$ cat src/hw/rtl/smt_pkg.sv
// Shared widths, register indexes and arithmetic helpers for the triangulation block.
package smt_pkg;

	localparam int CFG_IDX_W = 3;
	localparam int RAY_W     = 24;
	localparam int RAY_FRAC  = 20;
	localparam int PROD_W    = 49;
	localparam int DOT_W     = 49;
	localparam int BL_W      = 56;
	localparam int NUM_W     = 128;
	localparam int DEN_W     = 100;
	localparam int QB        = 41;
	localparam int QUO_W     = QB + 1;
	localparam int DIV_LANES = 3;
	localparam int MUL_CHUNK = 32;
	localparam int M_LAT     = 5;
	localparam int D_LAT     = QB + 4;

	localparam logic [30:0]        BASE_RST = 31'd7864;
	localparam logic signed [31:0] OFF_RST  = 32'sd7864;

	localparam longint RAY_HI = (64'sd1 <<< (RAY_W - 1)) - 64'sd1;
	localparam longint RAY_LO = -(64'sd1 <<< (RAY_W - 1));
	localparam logic signed [DOT_W-1:0] DOT_ONE = DOT_W'(64'sd1 <<< (2 * RAY_FRAC));

	typedef enum logic [CFG_IDX_W-1:0] {
		IDX_INV_FX   = 3'd0,
		IDX_INV_FY   = 3'd1,
		IDX_CENTRE_X = 3'd2,
		IDX_CENTRE_Y = 3'd3,
		IDX_BASELINE = 3'd4,
		IDX_OFFSET   = 3'd5
	} cfg_idx_t;

	// Round a Q.28 ray component to Q.20 (floor after half add), then clamp.
	function automatic logic signed [RAY_W-1:0] ray_round(input logic signed [PROD_W-1:0] prod,
			input logic signed [31:0] cterm);
		logic signed [50:0] sum;
		logic signed [42:0] fl;
		sum = 51'(prod) + (51'(cterm) <<< 4) + 51'sd128;
		fl  = 43'(sum >>> 8);
		if (fl > 43'(RAY_HI))
			return RAY_W'(RAY_HI);
		else if (fl < 43'(RAY_LO))
			return RAY_W'(RAY_LO);
		else
			return fl[RAY_W-1:0];
	endfunction

	// Clamp to the signed 32-bit range.
	function automatic logic signed [31:0] sat32(input logic signed [42:0] v);
		if (v > 43'sd2147483647)
			return 32'sh7fffffff;
		else if (v < -43'sd2147483648)
			return 32'sh80000000;
		else
			return v[31:0];
	endfunction

endpackage

$ cat src/hw/rtl/smt_mul.sv
// Pipelined signed multiplier built from 32x32 partial products.
module smt_mul #(
	parameter int WA = 32,
	parameter int WB = 32
) (
	input  logic                    clk,
	input  logic                    arst_n,
	input  logic                    en,
	input  logic                    v_in,
	input  logic signed [WA-1:0]    a,
	input  logic signed [WB-1:0]    b,
	output logic                    v_out,
	output logic signed [WA+WB-1:0] p
);
	import smt_pkg::*;

	localparam int CH = MUL_CHUNK;
	localparam int NA = (WA + CH - 1) / CH;
	localparam int NB = (WB + CH - 1) / CH;
	localparam int RW = CH * (NA + 1);
	localparam int PW = CH * (NA + NB);

	logic [WA-1:0]    a_mag;
	logic [WB-1:0]    b_mag;
	logic [CH*NA-1:0] am_s1;
	logic [CH*NB-1:0] bm_s1;
	logic             neg_s1, neg_s2, neg_s3, neg_s4;
	logic [2*CH-1:0]  pp_s2 [NA][NB];
	logic [RW-1:0]    row_d [NB];
	logic [RW-1:0]    row_s3 [NB];
	logic [PW-1:0]    mag_d;
	logic [PW-1:0]    mag_s4;
	logic             v_s1, v_s2, v_s3, v_s4;

	assign a_mag = a[WA-1] ? WA'(~a + 1'b1) : WA'(a);
	assign b_mag = b[WB-1] ? WB'(~b + 1'b1) : WB'(b);

	// Rows: even and odd partial products do not overlap, so each row is one add.
	always_comb begin
		logic [RW-1:0] ev, od;
		for (int j = 0; j < NB; j++) begin
			ev = '0;
			od = '0;
			for (int i = 0; i < NA; i++) begin
				if (i % 2 == 0)
					ev = ev | (RW'(pp_s2[i][j]) << (CH * i));
				else
					od = od | (RW'(pp_s2[i][j]) << (CH * i));
			end
			row_d[j] = ev + od;
		end
	end

	// Combine the rows (one or two of them).
	always_comb begin
		mag_d = '0;
		for (int j = 0; j < NB; j++)
			mag_d = mag_d + (PW'(row_s3[j]) << (CH * j));
	end

	// Advance the data stages.
	always_ff @(posedge clk) begin
		if (en) begin
			am_s1  <= (CH*NA)'(a_mag);
			bm_s1  <= (CH*NB)'(b_mag);
			neg_s1 <= a[WA-1] ^ b[WB-1];
			for (int i = 0; i < NA; i++)
				for (int j = 0; j < NB; j++)
					pp_s2[i][j] <= am_s1[CH*i +: CH] * bm_s1[CH*j +: CH];
			neg_s2 <= neg_s1;
			row_s3 <= row_d;
			neg_s3 <= neg_s2;
			mag_s4 <= mag_d;
			neg_s4 <= neg_s3;
			p      <= neg_s4 ? -$signed((WA+WB)'(mag_s4)) : $signed((WA+WB)'(mag_s4));
		end
	end

	// Advance the valid bits.
	always_ff @(posedge clk or negedge arst_n) begin
		if (!arst_n) begin
			v_s1  <= 1'b0;
			v_s2  <= 1'b0;
			v_s3  <= 1'b0;
			v_s4  <= 1'b0;
			v_out <= 1'b0;
		end else if (en) begin
			v_s1  <= v_in;
			v_s2  <= v_s1;
			v_s3  <= v_s2;
			v_s4  <= v_s3;
			v_out <= v_s4;
		end
	end
endmodule

$ cat config.mk
export PLATFORM = sky130hd
export DESIGN_NAME = smt_mul
export DESIGN_NICKNAME = d
export VERILOG_FILES = /design/src/hw/rtl/smt_pkg.sv /design/src/hw/rtl/smt_mul.sv
export SDC_FILE = /design/constraint.sdc
export NUM_CORES = 2
export LEC_CHECK = 0
export ABC_AREA = 1
export BUFFER_PORTS_ARGS = -buffer_cell sky130_fd_sc_hd__buf_2
export CAP_MARGIN = 20
export CELL_PAD_IN_SITES_DETAIL_PLACEMENT = 2
export CELL_PAD_IN_SITES_GLOBAL_PLACEMENT = 2
export CORE_ASPECT_RATIO = 0.8
export CORE_UTILIZATION = 40
export CTS_CLUSTER_DIAMETER = 50
export DETAILED_ROUTE_END_ITERATION = 16
export GPL_ROUTABILITY_DRIVEN = 0
export PLACE_DENSITY = 0.91
export SETUP_SLACK_MARGIN = 0.2
export SLEW_MARGIN = 20
export SYNTH_ARGS = -nofsm -noshare
export SYNTH_HDL_FRONTEND = slang
export SYNTH_SLANG_ARGS = --single-unit
$ cat constraint.sdc
create_clock -name clk -period 8.2 [get_ports clk]
set_clock_uncertainty 0.2 [all_clocks]
set_input_delay 1.64 -clock clk [delete_from_list [all_inputs] [get_ports clk]]
set_output_delay 1.64 -clock clk [all_outputs]
set_load 0.05 [all_outputs]
==> reports/qor_table.md, run 1 <==
| Group | Parameter | Reported |
| --- | --- | --- |
| outcome | Result of the run | did not finish |
| outcome | Last flow stage reached | 5_1_grt |
| outcome | Stop err | [ERROR GRT-0116] Global routing finished with congestion. Check the congestion regions in the DRC Viewer. |
| synth | Async set-reset flop share out of synthesis | 0.0152 |
| clock network | Number of CTS-inserted buffers | 54 |
| placed design | HPWL after detailed placement | 194 mm |
| die | Cell row count | 115 |
| synth | Commonest register cell after synthesis | sky130_fd_sc_hd__edfxtp_1 |
| synth | Cell type contributing the most total cell area after synthesis | sky130_fd_sc_hd__fa_1 |
| synth | Total standard cell area after synthesis | 49800 sq um |
| global routing | Wire length of the first global-routing pass | 552 mm |
| global routing | Number of global-route vias before repair | 63400 |
| die | Width of the die | 397 microns |
| synth | Number of distinct library cell variants in the gate-level netlist after synthesis | 36 |
| die | Count of boundary I/O pins | 133 |
| synth | Gate count after technology mapping | 6100 |
| synth | Register bit count reported by yosys | 329 |
| placed design | Standard cell area after detailed placement | 52600 sq um |
| synth | Synth warn | 0 |
| clock network | Maximum root-to-sink buffer count | 3 |
| global routing | Total gr overflow | 7 |
| die | Initial core utilization | 0.404 |
| die | Die height | 318 microns |
| clock network | Clock Sinks | 329 |
| synth | Share of the synthesized area in the top cell type | 0.360 |
| synth | Synthesized net count | 7330 |
| clock network | Max H-tree Level | 2 |
| clock network | Hold-fix buffers, CTS | 0 |
| synth | Leading post-synthesis cells by cell area | sky130_fd_sc_hd__fa_1 36%, sky130_fd_sc_hd__edfxtp_1 20%, sky130_fd_sc_hd__inv_1 14%, sky130_fd_sc_hd__nand2_1 13%, sky130_fd_sc_hd__ha_1 6.7% |
| clock network | Clock root buffer | sky130_fd_sc_hd__clkbuf_16 |
| synth | Avg Cell Area, Syn | 8.17 sq um |
| placed design | Post-place setup slack | -369 ps |
| global routing | Maximum number of pins on one net before global-route repair | 171 |
| global routing | Aggregate global-route resource usage | 0.638 |
| placed design | Number of I/O port buffers | 132 |
| synth | Number of flops mapped to enable cells by yosys | 324 |
| synth | Sequential element share of the synthesized area | 0.198 |
[kinds of logic after synthesis]
logic type / Yosys count / share of synthesized area
XOR/XNOR: 136 / 0.0239
flip-flops: 329 / 0.198
AND/OR/NAND/NOR: 2260 / 0.179
buffers and inverters: 2083 / 0.157
AO/OA/AOI/OAI: 129 / 0.0146
multiplexers: 1 / 0.000226
adder cells (fa/ha/maj): 1162 / 0.427
[what timing repair did]
action                                  CTS
endpoints found under the setup margin   45
pin swaps                                 2
resized for setup                        68
endpoints found under the hold margin     0
buffers inserted                        114
cloned                                    1
[cells in the mapped netlist, types with 4 or more instances]
cell and n:
sky130_fd_sc_hd__nor3_1 29, sky130_fd_sc_hd__nand2_1 1779, sky130_fd_sc_hd__xnor2_1 26, sky130_fd_sc_hd__nand4_1 46, sky130_fd_sc_hd__nand3_1 118, sky130_fd_sc_hd__fa_1 896, sky130_fd_sc_hd__ha_1 266, sky130_fd_sc_hd__edfxtp_1 324
sky130_fd_sc_hd__a21oi_1 53, sky130_fd_sc_hd__dfrtp_1 5, sky130_fd_sc_hd__o21ai_0 49, sky130_fd_sc_hd__xor2_1 110, sky130_fd_sc_hd__buf_2 4, sky130_fd_sc_hd__nand2_2 4, sky130_fd_sc_hd__o21bai_1 11, sky130_fd_sc_hd__clkbuf_1 203
sky130_fd_sc_hd__nor2_1 244, sky130_fd_sc_hd__inv_1 1876, sky130_fd_sc_hd__nand3_2 6, sky130_fd_sc_hd__or2_2 7, sky130_fd_sc_hd__nor2_2 13
[metrics by stage]
step,hold WS (ps),util,instances
3_3_place_gp,202,0.427,7765
2_1_floorplan,200,-,6100
4_1_cts,147,0.453,7981
3_5_place_dp,206,0.427,7765
[metal layers]
metal,GRT overflow,global-route usage
met1,0,0.647
met2,1,0.823
met3,0,0.444
met4,6,0.618
met5,0,0.235
==> run 2, diff against run 1 <==
--- a/config.mk
+++ b/config.mk
@@ -8,15 +8,10 @@
 export ABC_AREA = 1
 export BUFFER_PORTS_ARGS = -buffer_cell sky130_fd_sc_hd__buf_2
 export CAP_MARGIN = 20
-export CELL_PAD_IN_SITES_DETAIL_PLACEMENT = 2
-export CELL_PAD_IN_SITES_GLOBAL_PLACEMENT = 2
-export CORE_ASPECT_RATIO = 0.8
 export CORE_UTILIZATION = 40
-export CTS_CLUSTER_DIAMETER = 50
 export DETAILED_ROUTE_END_ITERATION = 16
 export GPL_ROUTABILITY_DRIVEN = 0
-export PLACE_DENSITY = 0.91
-export SETUP_SLACK_MARGIN = 0.2
+export PLACE_DENSITY_LB_ADDON = 0.15
 export SLEW_MARGIN = 20
 export SYNTH_ARGS = -nofsm -noshare
 export SYNTH_HDL_FRONTEND = slang
==> reports/qor_table.md, run 2 <==
| Group | Parameter | Reported | Change |
| --- | --- | --- | --- |
| outcome | Result of the run | finished clean | was did not finish |
| critical path | Category of the worst setup path capture point | flop |  |
| synth | Share of the synthesized area in the top cell type | 0.360 | unchanged |
| synth | Commonest register cell after synthesis | sky130_fd_sc_hd__edfxtp_1 | unchanged |
| synth | Cell type contributing the most total cell area after synthesis | sky130_fd_sc_hd__fa_1 | unchanged |
| global routing | Total gr overflow | 0 |  |
| placed design | HPWL after detailed placement | 115 mm | was 194 mm |
| clock network | Hold-fix buffers, CTS | 0 | unchanged |
| drt | Post-route DRC | 0 |  |
| drt | Via count | 37000 |  |
| critical path | Master of the slowest instance on the critical path | sky130_fd_sc_hd__edfxtp_1 |  |
| global routing | Maximum number of pins on one net before global-route repair | 167 |  |
| clock network | Clock root buffer | sky130_fd_sc_hd__clkbuf_16 | unchanged |
| die | Core region area | 124000 sq um |  |
| die | Die height | 355 microns | was 318 microns |
| clock network | Post-CTS Repair Setup Buffers | 0 | was 114 |
| sta | Total of endpoints with negative setup slack in the final report | 0 |  |
| critical path | Kind of critical path | reg -> reg |  |
| layout | Fraction of layout instances using a drive strength above 1 | 0.0530 |  |
| sta | Worst slew margin relative to its limit | 0.258 |  |
| clock network | Clock-pin transition on the worst setup and hold timing paths | 60 ps |  |
| synth | Leading post-synthesis cells by cell area | sky130_fd_sc_hd__fa_1 36%, sky130_fd_sc_hd__edfxtp_1 20%, sky130_fd_sc_hd__inv_1 14%, sky130_fd_sc_hd__nand2_1 13%, sky130_fd_sc_hd__ha_1 6.7% | unchanged |
| drt | Number of iterations in the first detailed-routing pass | 7 |  |
| die | Initial core utilization | 0.403 | was 0.404 |
| placed design | Cell total after placement | 7769 | was 7765 |
| die | Cell row count | 129 | was 115 |
| die | Width of the die | 355 microns | was 397 microns |
| layout | Post-layout net count | 7399 |  |
| clock network | Number of CTS-inserted buffers | 35 | was 54 |
| critical path | Peak per-stage delay on the critical path | 940 ps |  |
| layout | Most used cells in the layout excluding fill and tap cells | 1876 x sky130_fd_sc_hd__inv_1, 1779 x sky130_fd_sc_hd__nand2_1, 896 x sky130_fd_sc_hd__fa_1 |  |
| synth | Sequential element share of the synthesized area | 0.198 | unchanged |
| drt | Via count normalized by instance count | 4.72 |  |
| die | Count of boundary I/O pins | 133 | unchanged |
| placed design | Standard cell area after detailed placement | 52800 sq um | was 52600 sq um |
| clock network | Clock latency reported for the late side of the worst-skew pair | 580 ps |  |
| placed design | Number of I/O port buffers | 132 | unchanged |
| run | Maximum capacitance violations | 0 |  |
| clock network | Number of gates resized after cts | 0 | was 68 |
| layout | Filler cells | 12600 |  |
| global routing | Number of global-route vias before repair | 38400 |  |
| synth | Most common library cells after synthesis | 1876 x sky130_fd_sc_hd__inv_1, 1779 x sky130_fd_sc_hd__nand2_1, 896 x sky130_fd_sc_hd__fa_1 | unchanged |
| sta | Fin Hold WS | 215 ps |  |
| synth | Number of distinct library cell variants in the gate-level netlist after synthesis | 36 | unchanged |
| drt | Number of nets with antenna violations after routing | 0 |  |
| sta | Achievable frequency | 130 MHz |  |
| synth | Synth warn | 0 | unchanged |
| critical path | Most prevalent standard cell on the critical path | sky130_fd_sc_hd__fa_1 |  |
| layout | Most common library cell in the layout ignoring fill and taps | sky130_fd_sc_hd__inv_1 |  |
| synth | Gate count after technology mapping | 6100 | unchanged |
| sta | Hold Fails Final Rpt | 0 |  |
| sta | Final period utilization | 0.938 |  |
| synth | Count leader, synth | sky130_fd_sc_hd__inv_1 | unchanged |
| layout | Area growth, synth to finish | 8.10% |  |
| drt | Routed wire length per instance | 18.0 microns |  |
| clock network | Max H-tree Level | 2 | unchanged |
| drt | Routed wire length | 141 mm |  |
| die | Die Outline Area | 126000 sq um |  |
| synth | Async set-reset flop share out of synthesis | 0.0152 | unchanged |
| global routing | Antenna violations before repair | 1 |  |
| sta | Measured slew at the worst slew-check pin | 1110 ps |  |
| layout | Area of all placed cells without fillers | 53800 sq um |  |
| layout | Post-layout instance count excluding filler cells | 7829 |  |
| clock network | Clock tree from TritonCTS | built |  |
| global routing | Wire length of the first global-routing pass | 220 mm |  |
| critical path | Worst R2R Setup Slack | 510 ps |  |
| synth | Total standard cell area after synthesis | 49800 sq um | unchanged |
| clock network | Maximum root-to-sink buffer count | 3 | unchanged |
| global routing | Aggregate global-route resource usage | 0.228 |  |
| sta | Total count of max-transition violations in the final report | 0 |  |
| critical path | Critical path data arrival time | 7780 ps |  |
| clock network | Clock Sinks | 329 | unchanged |
| synth | Register bit count reported by yosys | 329 | unchanged |
| sta | Min Clock Period, post-route | 7690 ps |  |
| hold path | Classification of the worst-slack hold path | reg -> reg |  |
| synth | Number of flops mapped to enable cells by yosys | 324 | unchanged |
| critical path | Sort of element at the start of the critical path | flop |  |
| sta | Setup repair after global routing missed its margin | false |  |
| synth | Avg Cell Area, Syn | 8.17 sq um | unchanged |
| drt | DRC violation total after the first TritonRoute iteration | 2430 |  |
| synth | Synthesized net count | 7330 | unchanged |
| sta | Setup TNS | 0 ps |  |
| critical path | Worst-path maximum fanout | 20 |  |
| critical path | Worst EP required | 8290 ps |  |
[run 2: cell counts after synthesis]
No cell type changed its count.
[run 2: cell families (layout without fill, tap and decap cells)]
group,Yosys count,after routing,synth area share
adder cells (fa/ha/maj),1162,1162,0.427
XOR/XNOR,136,136,0.0239
AND/OR/NAND/NOR,2260,2260,0.179
AO/OA/AOI/OAI,129,129,0.0146
multiplexers,1,1,0.000226
flip-flops,329,329,0.198
other,0,1,0
buffers and inverters,2083,2174,0.157
[run 2: area by class of cell]
class | instances | area, sq um | share of cell area
multi-input combinational | 3688 | 32100 | 0.597
sequential | 329 | 9850 | 0.183
inverter | 1876 | 7040 | 0.131
tap | 1637 | 2050 | 0.0380
timing repair buffer | 239 | 1750 | 0.0325
clock buffer | 39 | 891 | 0.0165
clock inverter | 20 | 126 | 0.00235
antenna | 1 | 2.50 | 0.0000465
[run 2: worst max-delay path: cells and delay by family, from the launching register on]
family	cells	cell delay, ps
flops	1	940
buf+inv	6	700
simple gates	10	1320
fa+ha+maj	9	4250
[run 2: worst paths after layout]
path,cells past startpoint,from,endpoint
hold / removal,0,row_s3[21]$_DFFE_PP_,mag_s4[21]$_DFFE_PP_
setup / recovery,25,bm_s1[5]$_DFFE_PP_,pp_s2[0][40]$_DFFE_PP_
hold reg to reg,0,row_s3[21]$_DFFE_PP_,mag_s4[21]$_DFFE_PP_
max in group asynchronous,1,arst_n,v_s4$_DFFE_PN0P_
setup reg to reg,25,bm_s1[5]$_DFFE_PP_,pp_s2[0][40]$_DFFE_PP_
min in group asynchronous,1,arst_n,v_s1$_DFFE_PN0P_
[run 2: per-layer routing]
layer,global-route usage,routed length (microns),up-vias
li1,-,-,17400
met1,0.317,63100,18300
met2,0.383,66700,1079
met3,0.0241,7770,169
met4,0.0494,3160,0
met5,0,0,-
[run 2: stage by stage]
stage                util  setup WS (ps)
CTS                 0.435            528
floorplan               -           1720
detailed placement  0.427            535
global placement    0.427            524
global route        0.435            224
finish              0.435            508
Power of run 2 is left out: the tool's default activity adds up to more than one toggle a clock period on the data nets, which glitch-free logic cannot reach.
